===== src/design/gvr_pkg.sv =====
// Shared types, codes and widths of the gamepad velocity reference block.
`default_nettype none

package gvr_pkg;

  localparam int AXIS_W     = 16;
  localparam int SCALE_W    = 16;
  localparam int WEIGHT_W   = 17;
  localparam int BAND_W     = 16;
  localparam int REF_W      = 21;
  localparam int CFG_IDX_W  = 3;
  localparam int CFG_DATA_W = 17;
  localparam int REF_MAX    = 1048575;

  localparam logic [SCALE_W-1:0]  SCALE_RESET  = 16'd4096;
  localparam logic [WEIGHT_W-1:0] WEIGHT_UNITY = 17'd65536;
  localparam logic [BAND_W-1:0]   BAND_RESET   = 16'd262;

  // Configuration register indexes
  typedef enum logic [CFG_IDX_W-1:0] {
    REG_SCALE_FORWARD = 3'd0,
    REG_SCALE_LATERAL = 3'd1,
    REG_SCALE_TURN    = 3'd2,
    REG_FILTER_WEIGHT = 3'd3,
    REG_DEAD_BAND     = 3'd4
  } cfg_reg_e;

  // Event type bytes
  localparam logic [7:0] KIND_BUTTON = 8'd1;
  localparam logic [7:0] KIND_AXIS   = 8'd2;

  // Control numbers
  localparam logic [7:0] AXIS_NUM_LATERAL = 8'd0;
  localparam logic [7:0] AXIS_NUM_FORWARD = 8'd1;
  localparam logic [7:0] AXIS_NUM_TURN    = 8'd3;
  localparam logic [7:0] BTN_NUM_LAST_PAD = 8'd5;
  localparam logic [7:0] BTN_NUM_SELECT   = 8'd8;
  localparam logic [7:0] BTN_NUM_START    = 8'd9;

  // Positions in the held-button byte
  localparam logic [2:0] BIT_SELECT = 3'd6;
  localparam logic [2:0] BIT_START  = 3'd7;

  typedef enum logic [1:0] {
    CH_FORWARD = 2'd0,
    CH_LATERAL = 2'd1,
    CH_TURN    = 2'd2
  } chan_e;

  typedef enum logic [2:0] {
    ST_IDLE,
    ST_MUL_TARGET,
    ST_DIVIDE,
    ST_TARGET,
    ST_MUL_FILTER,
    ST_UPDATE,
    ST_DONE
  } state_t;

  typedef struct packed {
    logic  apply_event;
    logic  mul_target;
    logic  div_target;
    logic  make_target;
    logic  mul_filter;
    logic  update_ref;
    logic  load_result;
    chan_e chan;
  } dp_cmd_t;

endpackage

`default_nettype wire


===== src/design/gvr_if.sv =====
// Channel interfaces: joystick sample, velocity result and configuration write.
`default_nettype none

interface gvr_sample_if import gvr_pkg::*; ();
  logic                     valid;
  logic                     ready;
  logic                     event_present;
  logic [7:0]               event_kind;
  logic [7:0]               control_number;
  logic signed [AXIS_W-1:0] control_value;

  modport source (output valid, event_present, event_kind, control_number, control_value,
                  input ready);
  modport sink   (input valid, event_present, event_kind, control_number, control_value,
                  output ready);
endinterface

interface gvr_result_if import gvr_pkg::*; ();
  logic                    valid;
  logic                    ready;
  logic signed [REF_W-1:0] ref_forward;
  logic signed [REF_W-1:0] ref_lateral;
  logic signed [REF_W-1:0] ref_turn;
  logic [7:0]              button_bits;
  logic                    stop_request;
  logic                    start_request;

  modport source (output valid, ref_forward, ref_lateral, ref_turn, button_bits,
                  stop_request, start_request, input ready);
  modport sink   (input valid, ref_forward, ref_lateral, ref_turn, button_bits,
                  stop_request, start_request, output ready);
endinterface

interface gvr_cfg_if import gvr_pkg::*; ();
  logic                  valid;
  logic                  ready;
  logic [CFG_IDX_W-1:0]  reg_index;
  logic [CFG_DATA_W-1:0] data;

  modport source (output valid, reg_index, data, input ready);
  modport sink   (input valid, reg_index, data, output ready);
endinterface

`default_nettype wire


===== src/design/gvr_ctrl.sv =====
// Sequencer: steps the datapath through the three axes and owns the result valid.
`default_nettype none

module gvr_ctrl import gvr_pkg::*; (
  input  logic    clk,
  input  logic    rst,
  input  logic    sample_valid,
  output logic    sample_ready,
  output logic    result_valid,
  input  logic    result_ready,
  output dp_cmd_t cmd
);

  state_t state, state_next;
  chan_e  chan, chan_next;

  always_ff @(posedge clk) begin
    if (rst) begin
      state        <= ST_IDLE;
      chan         <= CH_FORWARD;
      result_valid <= 1'b0;
    end else begin
      state <= state_next;
      chan  <= chan_next;
      if (cmd.load_result) begin
        result_valid <= 1'b1;
      end else if (result_ready) begin
        result_valid <= 1'b0;
      end
    end
  end

  always_comb begin
    state_next   = state;
    chan_next    = chan;
    cmd          = '0;
    cmd.chan     = chan;
    sample_ready = 1'b0;
    case (state)
      ST_IDLE: begin
        sample_ready = 1'b1;
        if (sample_valid) begin
          cmd.apply_event = 1'b1;
          chan_next       = CH_FORWARD;
          state_next      = ST_MUL_TARGET;
        end
      end
      ST_MUL_TARGET: begin
        cmd.mul_target = 1'b1;
        state_next     = ST_DIVIDE;
      end
      ST_DIVIDE: begin
        cmd.div_target = 1'b1;
        state_next     = ST_TARGET;
      end
      ST_TARGET: begin
        cmd.make_target = 1'b1;
        state_next      = ST_MUL_FILTER;
      end
      ST_MUL_FILTER: begin
        cmd.mul_filter = 1'b1;
        state_next     = ST_UPDATE;
      end
      ST_UPDATE: begin
        cmd.update_ref = 1'b1;
        case (chan)
          CH_FORWARD: begin
            chan_next  = CH_LATERAL;
            state_next = ST_MUL_TARGET;
          end
          CH_LATERAL: begin
            chan_next  = CH_TURN;
            state_next = ST_MUL_TARGET;
          end
          default: begin
            state_next = ST_DONE;
          end
        endcase
      end
      ST_DONE: begin
        // hold until the result register is free
        if (!result_valid || result_ready) begin
          cmd.load_result = 1'b1;
          state_next      = ST_IDLE;
        end
      end
      default: begin
        state_next = ST_IDLE;
      end
    endcase
  end

endmodule

`default_nettype wire


===== src/design/gvr_dp.sv =====
// Datapath: configuration, event state, target and filter arithmetic, result register.
`default_nettype none

module gvr_dp import gvr_pkg::*; (
  input  logic                     clk,
  input  logic                     rst,
  input  dp_cmd_t                  cmd,
  input  logic                     cfg_write,
  input  logic [CFG_IDX_W-1:0]     cfg_index,
  input  logic [CFG_DATA_W-1:0]    cfg_data,
  input  logic                     event_present,
  input  logic [7:0]               event_kind,
  input  logic [7:0]               control_number,
  input  logic signed [AXIS_W-1:0] control_value,
  output logic signed [REF_W-1:0]  ref_forward,
  output logic signed [REF_W-1:0]  ref_lateral,
  output logic signed [REF_W-1:0]  ref_turn,
  output logic [7:0]               button_bits,
  output logic                     stop_request,
  output logic                     start_request
);

  localparam logic signed [24:0] UPD_MAX = 25'sd1048575;
  localparam logic signed [24:0] UPD_MIN = -25'sd1048575;

  logic [SCALE_W-1:0]  scale_forward, scale_lateral, scale_turn;
  logic [WEIGHT_W-1:0] filter_weight;
  logic [BAND_W-1:0]   dead_band;

  logic signed [AXIS_W-1:0] axis_forward, axis_lateral, axis_turn;
  logic [7:0]               buttons_held;
  logic                     stop_latched, start_latched;
  logic signed [REF_W-1:0]  filt_forward, filt_lateral, filt_turn;

  logic [31:0]             prod_t;
  logic [21:0]             quot;
  logic signed [REF_W-1:0] target;
  logic signed [39:0]      prod_f;

  logic signed [AXIS_W-1:0] axis_sel;
  logic [SCALE_W-1:0]       scale_sel;
  logic signed [REF_W-1:0]  ref_sel;
  logic [7:0]               btn_next;
  logic                     btn_hit;
  logic [2:0]               btn_idx;
  logic [AXIS_W-1:0]        mag;

  logic [35:0]             tx;
  logic [20:0]             ta;
  logic [21:0]             ts;
  logic [6:0]              tc;
  logic [15:0]             tcd;
  logic [21:0]             tq;
  logic [REF_W-1:0]        tq_sat;
  logic [REF_W-1:0]        tq_dz;
  logic signed [REF_W-1:0] target_calc;

  logic [WEIGHT_W-1:0]     w_eff;
  logic signed [21:0]      diff;
  logic signed [39:0]      rsum;
  logic signed [24:0]      upd;
  logic signed [REF_W-1:0] upd_sat;

  always_comb begin
    case (cmd.chan)
      CH_FORWARD: begin
        axis_sel  = axis_forward;
        scale_sel = scale_forward;
        ref_sel   = filt_forward;
      end
      CH_LATERAL: begin
        axis_sel  = axis_lateral;
        scale_sel = scale_lateral;
        ref_sel   = filt_lateral;
      end
      default: begin
        axis_sel  = axis_turn;
        scale_sel = scale_turn;
        ref_sel   = filt_turn;
      end
    endcase
  end

  // button map: pad buttons keep their number, select and start go to the top bits
  always_comb begin
    btn_next = buttons_held;
    btn_hit  = 1'b1;
    btn_idx  = control_number[2:0];
    if (control_number inside {[8'd0:BTN_NUM_LAST_PAD]}) begin
      btn_idx = control_number[2:0];
    end else if (control_number == BTN_NUM_SELECT) begin
      btn_idx = BIT_SELECT;
    end else if (control_number == BTN_NUM_START) begin
      btn_idx = BIT_START;
    end else begin
      btn_hit = 1'b0;
    end
    if (event_present && event_kind == KIND_BUTTON && btn_hit) begin
      btn_next[btn_idx] = (control_value != '0);
    end
  end

  // magnitude; the most negative axis value gives 0x8000
  assign mag = axis_sel[AXIS_W-1] ? (~axis_sel + 16'd1) : axis_sel;

  // divide by 32767 as 2^15 - 1: fold the high part back into the low part twice
  always_comb begin
    tx  = {prod_t, 4'b0000} + 36'd16383;
    ta  = tx[35:15];
    ts  = {1'b0, ta} + {7'd0, tx[14:0]};
    tc  = ts[21:15];
    tcd = {9'd0, tc} + {1'b0, ts[14:0]};
    tq  = {1'b0, ta} + {15'd0, tc} + {21'd0, (tcd >= 16'd32767)};
  end

  // clip, dead band and sign on the registered quotient
  always_comb begin
    tq_sat = (quot > 22'(REF_MAX)) ? REF_W'(REF_MAX) : quot[REF_W-1:0];
    tq_dz  = (tq_sat < {5'd0, dead_band}) ? '0 : tq_sat;
    target_calc = axis_sel[AXIS_W-1] ? $signed(tq_dz) : -$signed(tq_dz);
  end

  always_comb begin
    w_eff   = (filter_weight > WEIGHT_UNITY) ? WEIGHT_UNITY : filter_weight;
    diff    = {target[REF_W-1], target} - {ref_sel[REF_W-1], ref_sel};
    rsum    = prod_f + 40'sd32768;
    upd     = {{4{ref_sel[REF_W-1]}}, ref_sel} + {rsum[39], rsum[39:16]};
    upd_sat = (upd > UPD_MAX) ? UPD_MAX[REF_W-1:0] :
              (upd < UPD_MIN) ? UPD_MIN[REF_W-1:0] : upd[REF_W-1:0];
  end

  always_ff @(posedge clk) begin
    if (rst) begin
      scale_forward <= SCALE_RESET;
      scale_lateral <= SCALE_RESET;
      scale_turn    <= SCALE_RESET;
      filter_weight <= WEIGHT_UNITY;
      dead_band     <= BAND_RESET;
      axis_forward  <= '0;
      axis_lateral  <= '0;
      axis_turn     <= '0;
      buttons_held  <= '0;
      stop_latched  <= 1'b0;
      start_latched <= 1'b0;
      filt_forward  <= '0;
      filt_lateral  <= '0;
      filt_turn     <= '0;
    end else begin
      if (cfg_write) begin
        case (cfg_index)
          REG_SCALE_FORWARD: scale_forward <= cfg_data[SCALE_W-1:0];
          REG_SCALE_LATERAL: scale_lateral <= cfg_data[SCALE_W-1:0];
          REG_SCALE_TURN:    scale_turn    <= cfg_data[SCALE_W-1:0];
          REG_FILTER_WEIGHT: filter_weight <= cfg_data[WEIGHT_W-1:0];
          REG_DEAD_BAND:     dead_band     <= cfg_data[BAND_W-1:0];
          default: ;
        endcase
      end
      if (cmd.apply_event) begin
        buttons_held  <= btn_next;
        stop_latched  <= stop_latched | btn_next[BIT_SELECT];
        start_latched <= start_latched | btn_next[BIT_START];
        if (event_present && event_kind == KIND_AXIS) begin
          case (control_number)
            AXIS_NUM_FORWARD: axis_forward <= control_value;
            AXIS_NUM_LATERAL: axis_lateral <= control_value;
            AXIS_NUM_TURN:    axis_turn    <= control_value;
            default: ;
          endcase
        end
      end
      if (cmd.update_ref) begin
        case (cmd.chan)
          CH_FORWARD: filt_forward <= upd_sat;
          CH_LATERAL: filt_lateral <= upd_sat;
          default:    filt_turn    <= upd_sat;
        endcase
      end
    end
  end

  always_ff @(posedge clk) begin
    if (cmd.mul_target) begin
      prod_t <= {16'd0, mag} * {16'd0, scale_sel};
    end
    if (cmd.div_target) begin
      quot <= tq;
    end
    if (cmd.make_target) begin
      target <= target_calc;
    end
    if (cmd.mul_filter) begin
      prod_f <= 40'($signed({1'b0, w_eff})) * 40'(diff);
    end
    if (cmd.load_result) begin
      ref_forward   <= filt_forward;
      ref_lateral   <= filt_lateral;
      ref_turn      <= filt_turn;
      button_bits   <= buttons_held;
      stop_request  <= stop_latched;
      start_request <= start_latched;
    end
  end

endmodule

`default_nettype wire


===== src/design/gamepad_velocity_reference_core.sv =====
// Top level of the gamepad velocity reference block.
//
// One sample transfer carries an optional joystick event; the block applies
// it (button type 1 sets or clears one of eight held bits, axis type 2 stores
// the forward, lateral or yaw position, anything else is dropped) and then
// returns exactly one result transfer holding three Q4.16 velocity
// references, the held buttons and the sticky stop and start requests. Each
// axis becomes a target of |axis| * scale * 16 / 32767, rounded, sign
// opposite to the axis, saturated to +/-1048575 and zeroed inside the dead
// band, then low-pass filtered into its held reference. The event is applied
// at the sample transfer itself; then each of the three axes in turn goes
// through gain multiply, divide, clip and dead band, filter multiply and
// reference update on one shared target multiplier and one shared filter
// multiplier, and the result register is loaded last. The block takes no new
// sample while one is in work; the next sample is taken as soon as
// that register is loaded, so a waiting result stalls the sample side only
// once the following sample has finished as well. Configuration writes are
// always accepted and must be issued only while the block is idle.
`default_nettype none

module gamepad_velocity_reference_core import gvr_pkg::*; (
  input  logic         clk,
  input  logic         rst,
  gvr_sample_if.sink   sample,
  gvr_result_if.source result,
  gvr_cfg_if.sink      cfg
);

  dp_cmd_t cmd;

  // configuration registers never stall
  assign cfg.ready = 1'b1;

  gvr_ctrl u_ctrl (
    .clk          (clk),
    .rst          (rst),
    .sample_valid (sample.valid),
    .sample_ready (sample.ready),
    .result_valid (result.valid),
    .result_ready (result.ready),
    .cmd          (cmd)
  );

  gvr_dp u_dp (
    .clk            (clk),
    .rst            (rst),
    .cmd            (cmd),
    .cfg_write      (cfg.valid),
    .cfg_index      (cfg.reg_index),
    .cfg_data       (cfg.data),
    .event_present  (sample.event_present),
    .event_kind     (sample.event_kind),
    .control_number (sample.control_number),
    .control_value  (sample.control_value),
    .ref_forward    (result.ref_forward),
    .ref_lateral    (result.ref_lateral),
    .ref_turn       (result.ref_turn),
    .button_bits    (result.button_bits),
    .stop_request   (result.stop_request),
    .start_request  (result.start_request)
  );

endmodule

`default_nettype wire


===== src/flat_wrapper.sv =====
// flat-port wrapper written by rule: the top's interface ports become plain ports
module gamepad_velocity_reference_core_flat import gvr_pkg::*;
  (clk, rst, sample_valid, sample_event_present, sample_event_kind, sample_control_number, sample_control_value, sample_ready, result_valid, result_ref_forward, result_ref_lateral, result_ref_turn, result_button_bits, result_stop_request, result_start_request, result_ready, cfg_valid, cfg_reg_index, cfg_data, cfg_ready);
  gvr_sample_if sample_i ();
  gvr_result_if result_i ();
  gvr_cfg_if cfg_i ();
  input  logic clk;
  input  logic rst;
  input wire logic [$bits(sample_i.valid)-1:0] sample_valid;
  input wire logic [$bits(sample_i.event_present)-1:0] sample_event_present;
  input wire logic [$bits(sample_i.event_kind)-1:0] sample_event_kind;
  input wire logic [$bits(sample_i.control_number)-1:0] sample_control_number;
  input wire logic [$bits(sample_i.control_value)-1:0] sample_control_value;
  output wire logic [$bits(sample_i.ready)-1:0] sample_ready;
  output wire logic [$bits(result_i.valid)-1:0] result_valid;
  output wire logic [$bits(result_i.ref_forward)-1:0] result_ref_forward;
  output wire logic [$bits(result_i.ref_lateral)-1:0] result_ref_lateral;
  output wire logic [$bits(result_i.ref_turn)-1:0] result_ref_turn;
  output wire logic [$bits(result_i.button_bits)-1:0] result_button_bits;
  output wire logic [$bits(result_i.stop_request)-1:0] result_stop_request;
  output wire logic [$bits(result_i.start_request)-1:0] result_start_request;
  input wire logic [$bits(result_i.ready)-1:0] result_ready;
  input wire logic [$bits(cfg_i.valid)-1:0] cfg_valid;
  input wire logic [$bits(cfg_i.reg_index)-1:0] cfg_reg_index;
  input wire logic [$bits(cfg_i.data)-1:0] cfg_data;
  output wire logic [$bits(cfg_i.ready)-1:0] cfg_ready;
  assign sample_i.valid = sample_valid;
  assign sample_i.event_present = sample_event_present;
  assign sample_i.event_kind = sample_event_kind;
  assign sample_i.control_number = sample_control_number;
  assign sample_i.control_value = sample_control_value;
  assign sample_ready = sample_i.ready;
  assign result_valid = result_i.valid;
  assign result_ref_forward = result_i.ref_forward;
  assign result_ref_lateral = result_i.ref_lateral;
  assign result_ref_turn = result_i.ref_turn;
  assign result_button_bits = result_i.button_bits;
  assign result_stop_request = result_i.stop_request;
  assign result_start_request = result_i.start_request;
  assign result_i.ready = result_ready;
  assign cfg_i.valid = cfg_valid;
  assign cfg_i.reg_index = cfg_reg_index;
  assign cfg_i.data = cfg_data;
  assign cfg_ready = cfg_i.ready;
  gamepad_velocity_reference_core u_core (.clk(clk), .rst(rst), .sample(sample_i), .result(result_i), .cfg(cfg_i));
endmodule

===== config.mk =====
export PLATFORM = sky130hd
export DESIGN_NAME = gamepad_velocity_reference_core_flat
export DESIGN_NICKNAME = d
export VERILOG_FILES = /design/src/design/gvr_pkg.sv /design/src/design/gvr_if.sv /design/src/design/gvr_ctrl.sv /design/src/design/gvr_dp.sv /design/src/design/gamepad_velocity_reference_core.sv /design/src/flat_wrapper.sv
export SDC_FILE = /design/constraint.sdc
export NUM_CORES = 2
export LEC_CHECK = 0
export ABC_AREA = 1
export CAP_MARGIN = 0
export CORE_AREA = 5 5 315 317
export DETAILED_ROUTE_END_ITERATION = 12
export DIE_AREA = 0 0 320 322
export DONT_BUFFER_PORTS = 1
export PLACE_DENSITY = 0.61
export SYNTH_ARGS = -nofsm -noshare
export SYNTH_HDL_FRONTEND = slang
export SYNTH_HIERARCHICAL = 1
export SYNTH_SLANG_ARGS = --single-unit
export TNS_END_PERCENT = 30

===== constraint.sdc =====
create_clock -name clk -period 10.9 [get_ports clk]
set_clock_uncertainty 0.15 [all_clocks]
set_input_delay 2.725 -clock clk [delete_from_list [all_inputs] [get_ports clk]]
set_output_delay 2.725 -clock clk [all_outputs]
set_load 0.1 [all_outputs]

==> impl_metrics.json <==
{
  "synth_area_per_cell_um2": 8.06,
  "cp_max_fo": 22,
  "worstHoldPathType": "reg2reg",
  "final_area_um2": 45800,
  "p_leak_nw": 22.4,
  "cts_buffers": 45,
  "synth_cell_types": 68,
  "final_common_cell": "inv_1",
  "ys_async_sr_fraction_pct": 0,
  "syn_inst": 5325,
  "highest_layer": "met5",
  "regArea_um2": 9360,
  "yosysTopAreaCell": "fa_1",
  "grt_overflow": 0,
  "worst_setup_path_end_kind": "flip-flop",
  "finalMaxSlewViolations": 0,
  "antenna_found_initial": 7,
  "first_global_vias": 33800,
  "gp_congestion": 0.951,
  "postSynthNetCount": 6233,
  "met2_length_um": 57700,
  "slew_headroom_pct": 32.7,
  "ant_nets": 0,
  "num-fill-cells": 9425,
  "critPathKind": "reg2reg",
  "wl_per_cell_um": 19.1,
  "core-area_um2": 96000,
  "ir_drop_mv": 0.296,
  "maxClockFrequency_mhz": 98.0,
  "cts_setup_buffers": 0,
  "start_util_pct": 44.7,
  "hold_viol_final": 0,
  "holdWs_ns": 0.271,
  "wl_met1_um": 54100,
  "syn2layout_area_growth_pct": 6.64,
  "power.density_nw_per_um2": 232,
  "worstPathArrival_ns": 10.42,
  "path_buf_inv": 5,
  "nets": 6170,
  "synth_seq_area_share_pct": 21.8,
  "status": "finished clean",
  "wirelength_um": 126000,
  "rows": 114,
  "synth_top_area_share_pct": 26.5,
  "drc": 0,
  "tns_ns": 0,
  "maxCapViolations": 0,
  "rsz0062_at_grt": "no",
  "worst_pin_slew_ns": 1.01,
  "dr_total_vias": 34300,
  "worstSkewPairLatency_ns": 0.62,
  "die_x_um": 320,
  "route.met3.wl_um": 9630,
  "finalCritPeriodShare_pct": 93.6,
  "clock_sinks": 381,
  "slowest_delay_ns": 0.56,
  "drive_gt1_share_pct": 5.27,
  "multiInputGateArea_um2": 28600,
  "grt_max_degree": 103,
  "syn_area_um2": 42900,
  "cts_tree": "built",
  "hpwlAfterDp_um": 102000,
  "mostFrequentLayoutCells": "1,127 x inv_1, 901 x nand2_1, 660 x nor2_1",
  "cts_buffer_depth": 3,
  "path_delay_family": "adder cells",
  "htree_levels": 2,
  "synth-edff-count": 173,
  "portBuffers": 0,
  "yosys_most_used_dff": "dfxtp_1",
  "die_y_um": 322,
  "crit_slowest_cell": "fa_1",
  "setup_viol": 0,
  "drtIter0Drc": 2788,
  "p_total_mw": 10.6,
  "postPlaceCellArea_um2": 44200,
  "post_cts_resized": 0,
  "ys_warn_count": 6,
  "ys_top_cells_by_area": "fa_1 26%, edfxtp_1 12%, inv_1 9.9%, dfxtp_1 9.7%, ha_1 8.2%",
  "fp.dieArea_um2": 103000,
  "routed_via_density": 5.22,
  "hold_buffers": 0,
  "grtUsageTotal_pct": 24.2,
  "drtPass1Iterations": 5,
  "start_kind": "flip-flop",
  "crit_top_cell": "nand2_1",
  "io_pins": 134,
  "ys_ff_latch": 381,
  "clk_pin_slew_worst_paths_ns": 0.06,
  "min_period_ns": 10.21,
  "grt_pass1_wl_um": 197000,
  "root_buffer": "clkbuf_16",
  "required_ns": 11.11
}
## logic make-up (layout without fill, tap and decap cells)
family,after synthesis,in the layout,synth area share (%)
xor gates and xnor gates,166,166,3.47
AOI/OAI and AO/OA,618,618,8.63
DFF,381,381,21.8
and+or+nand+nor,1997,1997,19.8
adders and majority gates,850,850,34.7
other,1,3,0.00874
buffers and inverters,1312,1286,11.6
## synth_stat cells (all sizes together), types with 4 or more instances
cell type / count
o22ai: 9
edfxtp: 173
ha: 282
nand4: 50
nand2: 944
a21o: 12
clkbuf: 121
buf: 30
clkinv: 10
a21oi: 235
o21a: 73
a31oi: 15
o21bai: 10
fa: 568
o21ai: 159
xnor2: 49
o22a: 12
a21boi: 4
or2: 44
nor4: 20
nor3: 37
nand3: 195
dfxtp: 208
inv: 1151
nor2: 686
o31ai: 5
a211oi: 59
xor2: 117
o211ai: 11
nand3b: 13
## area by class of cell
cell class | count | area share, %
multi-input cells | 3632 | 62.5
flip-flops and latches | 381 | 20.4
inverters | 1161 | 9.52
well taps | 1276 | 3.49
clock buffers | 60 | 2.69
repair buffers | 41 | 0.672
clock inverters | 24 | 0.667
diodes | 2 | 0.0109
## registers in the layout, indices dropped and copies added (netlist names), 17 cells and up, named ones only
signal / count
u_core/u_dp/prod_t: 32
u_core/u_dp/prod_f: 25
u_core/u_dp/quot: 22
u_core/u_dp/filt_forward: 21
u_core/u_dp/filt_lateral: 21
u_core/u_dp/filt_turn: 21
u_core/u_dp/ref_forward: 21
u_core/u_dp/ref_lateral: 21
u_core/u_dp/ref_turn: 21
u_core/u_dp/target: 21
u_core/u_dp/filter_weight: 17
## per-layer routing
layer  GRT usage, %  up-vias
met4           7.12        6
met3           4.28      187
li1               -    16300
met5              0        -
met1           33.4    16700
met2           39.5     1150
## worst register-to-register path: cells and delay by family, from the launching register on
kind,cells,cell delay [ns]
buffers and inverters,5,0.94
AO/OA/AOI/OAI,11,2.70
adder cells (fa/ha/maj),9,4.05
AND/OR/NAND/NOR,12,1.65
flip-flops,1,0.42
XOR/XNOR,1,0.07
## power breakdown
group | internal, mW | leakage (nW) | switching [mW]
registers | 1.81 | 3.29 | 0.0946
logic | 2.52 | 18.3 | 4.63
clock network | 0.906 | 0.753 | 0.652
total | 5.23 | 22.4 | 5.38
## worst paths after layout
path	start	end	slack (ns)	depth (start not counted)
max reg2reg	u_core/u_ctrl/chan[1]	u_core/u_dp/prod_f[37]	0.69	38
min reg2reg	flip-flop	u_core/u_dp/button_bits[1]	0.27	0
min	flip-flop	u_core/u_dp/button_bits[1]	0.27	0
max	u_core/u_ctrl/chan[1]	u_core/u_dp/prod_f[37]	0.69	38
## stage by stage
stage	worst slack, ns	std cells	utilization (%)
3_3_place_gp	1.13	6491	46.1
4_1_cts	0.738	6575	47.7
3_5_place_dp	0.773	6491	46.1
6_report	0.694	6577	47.7
2_1_floorplan	1.59	5325	-
5_1_grt	0.0394	6575	47.7
Power figures use the tool's default switching activity.
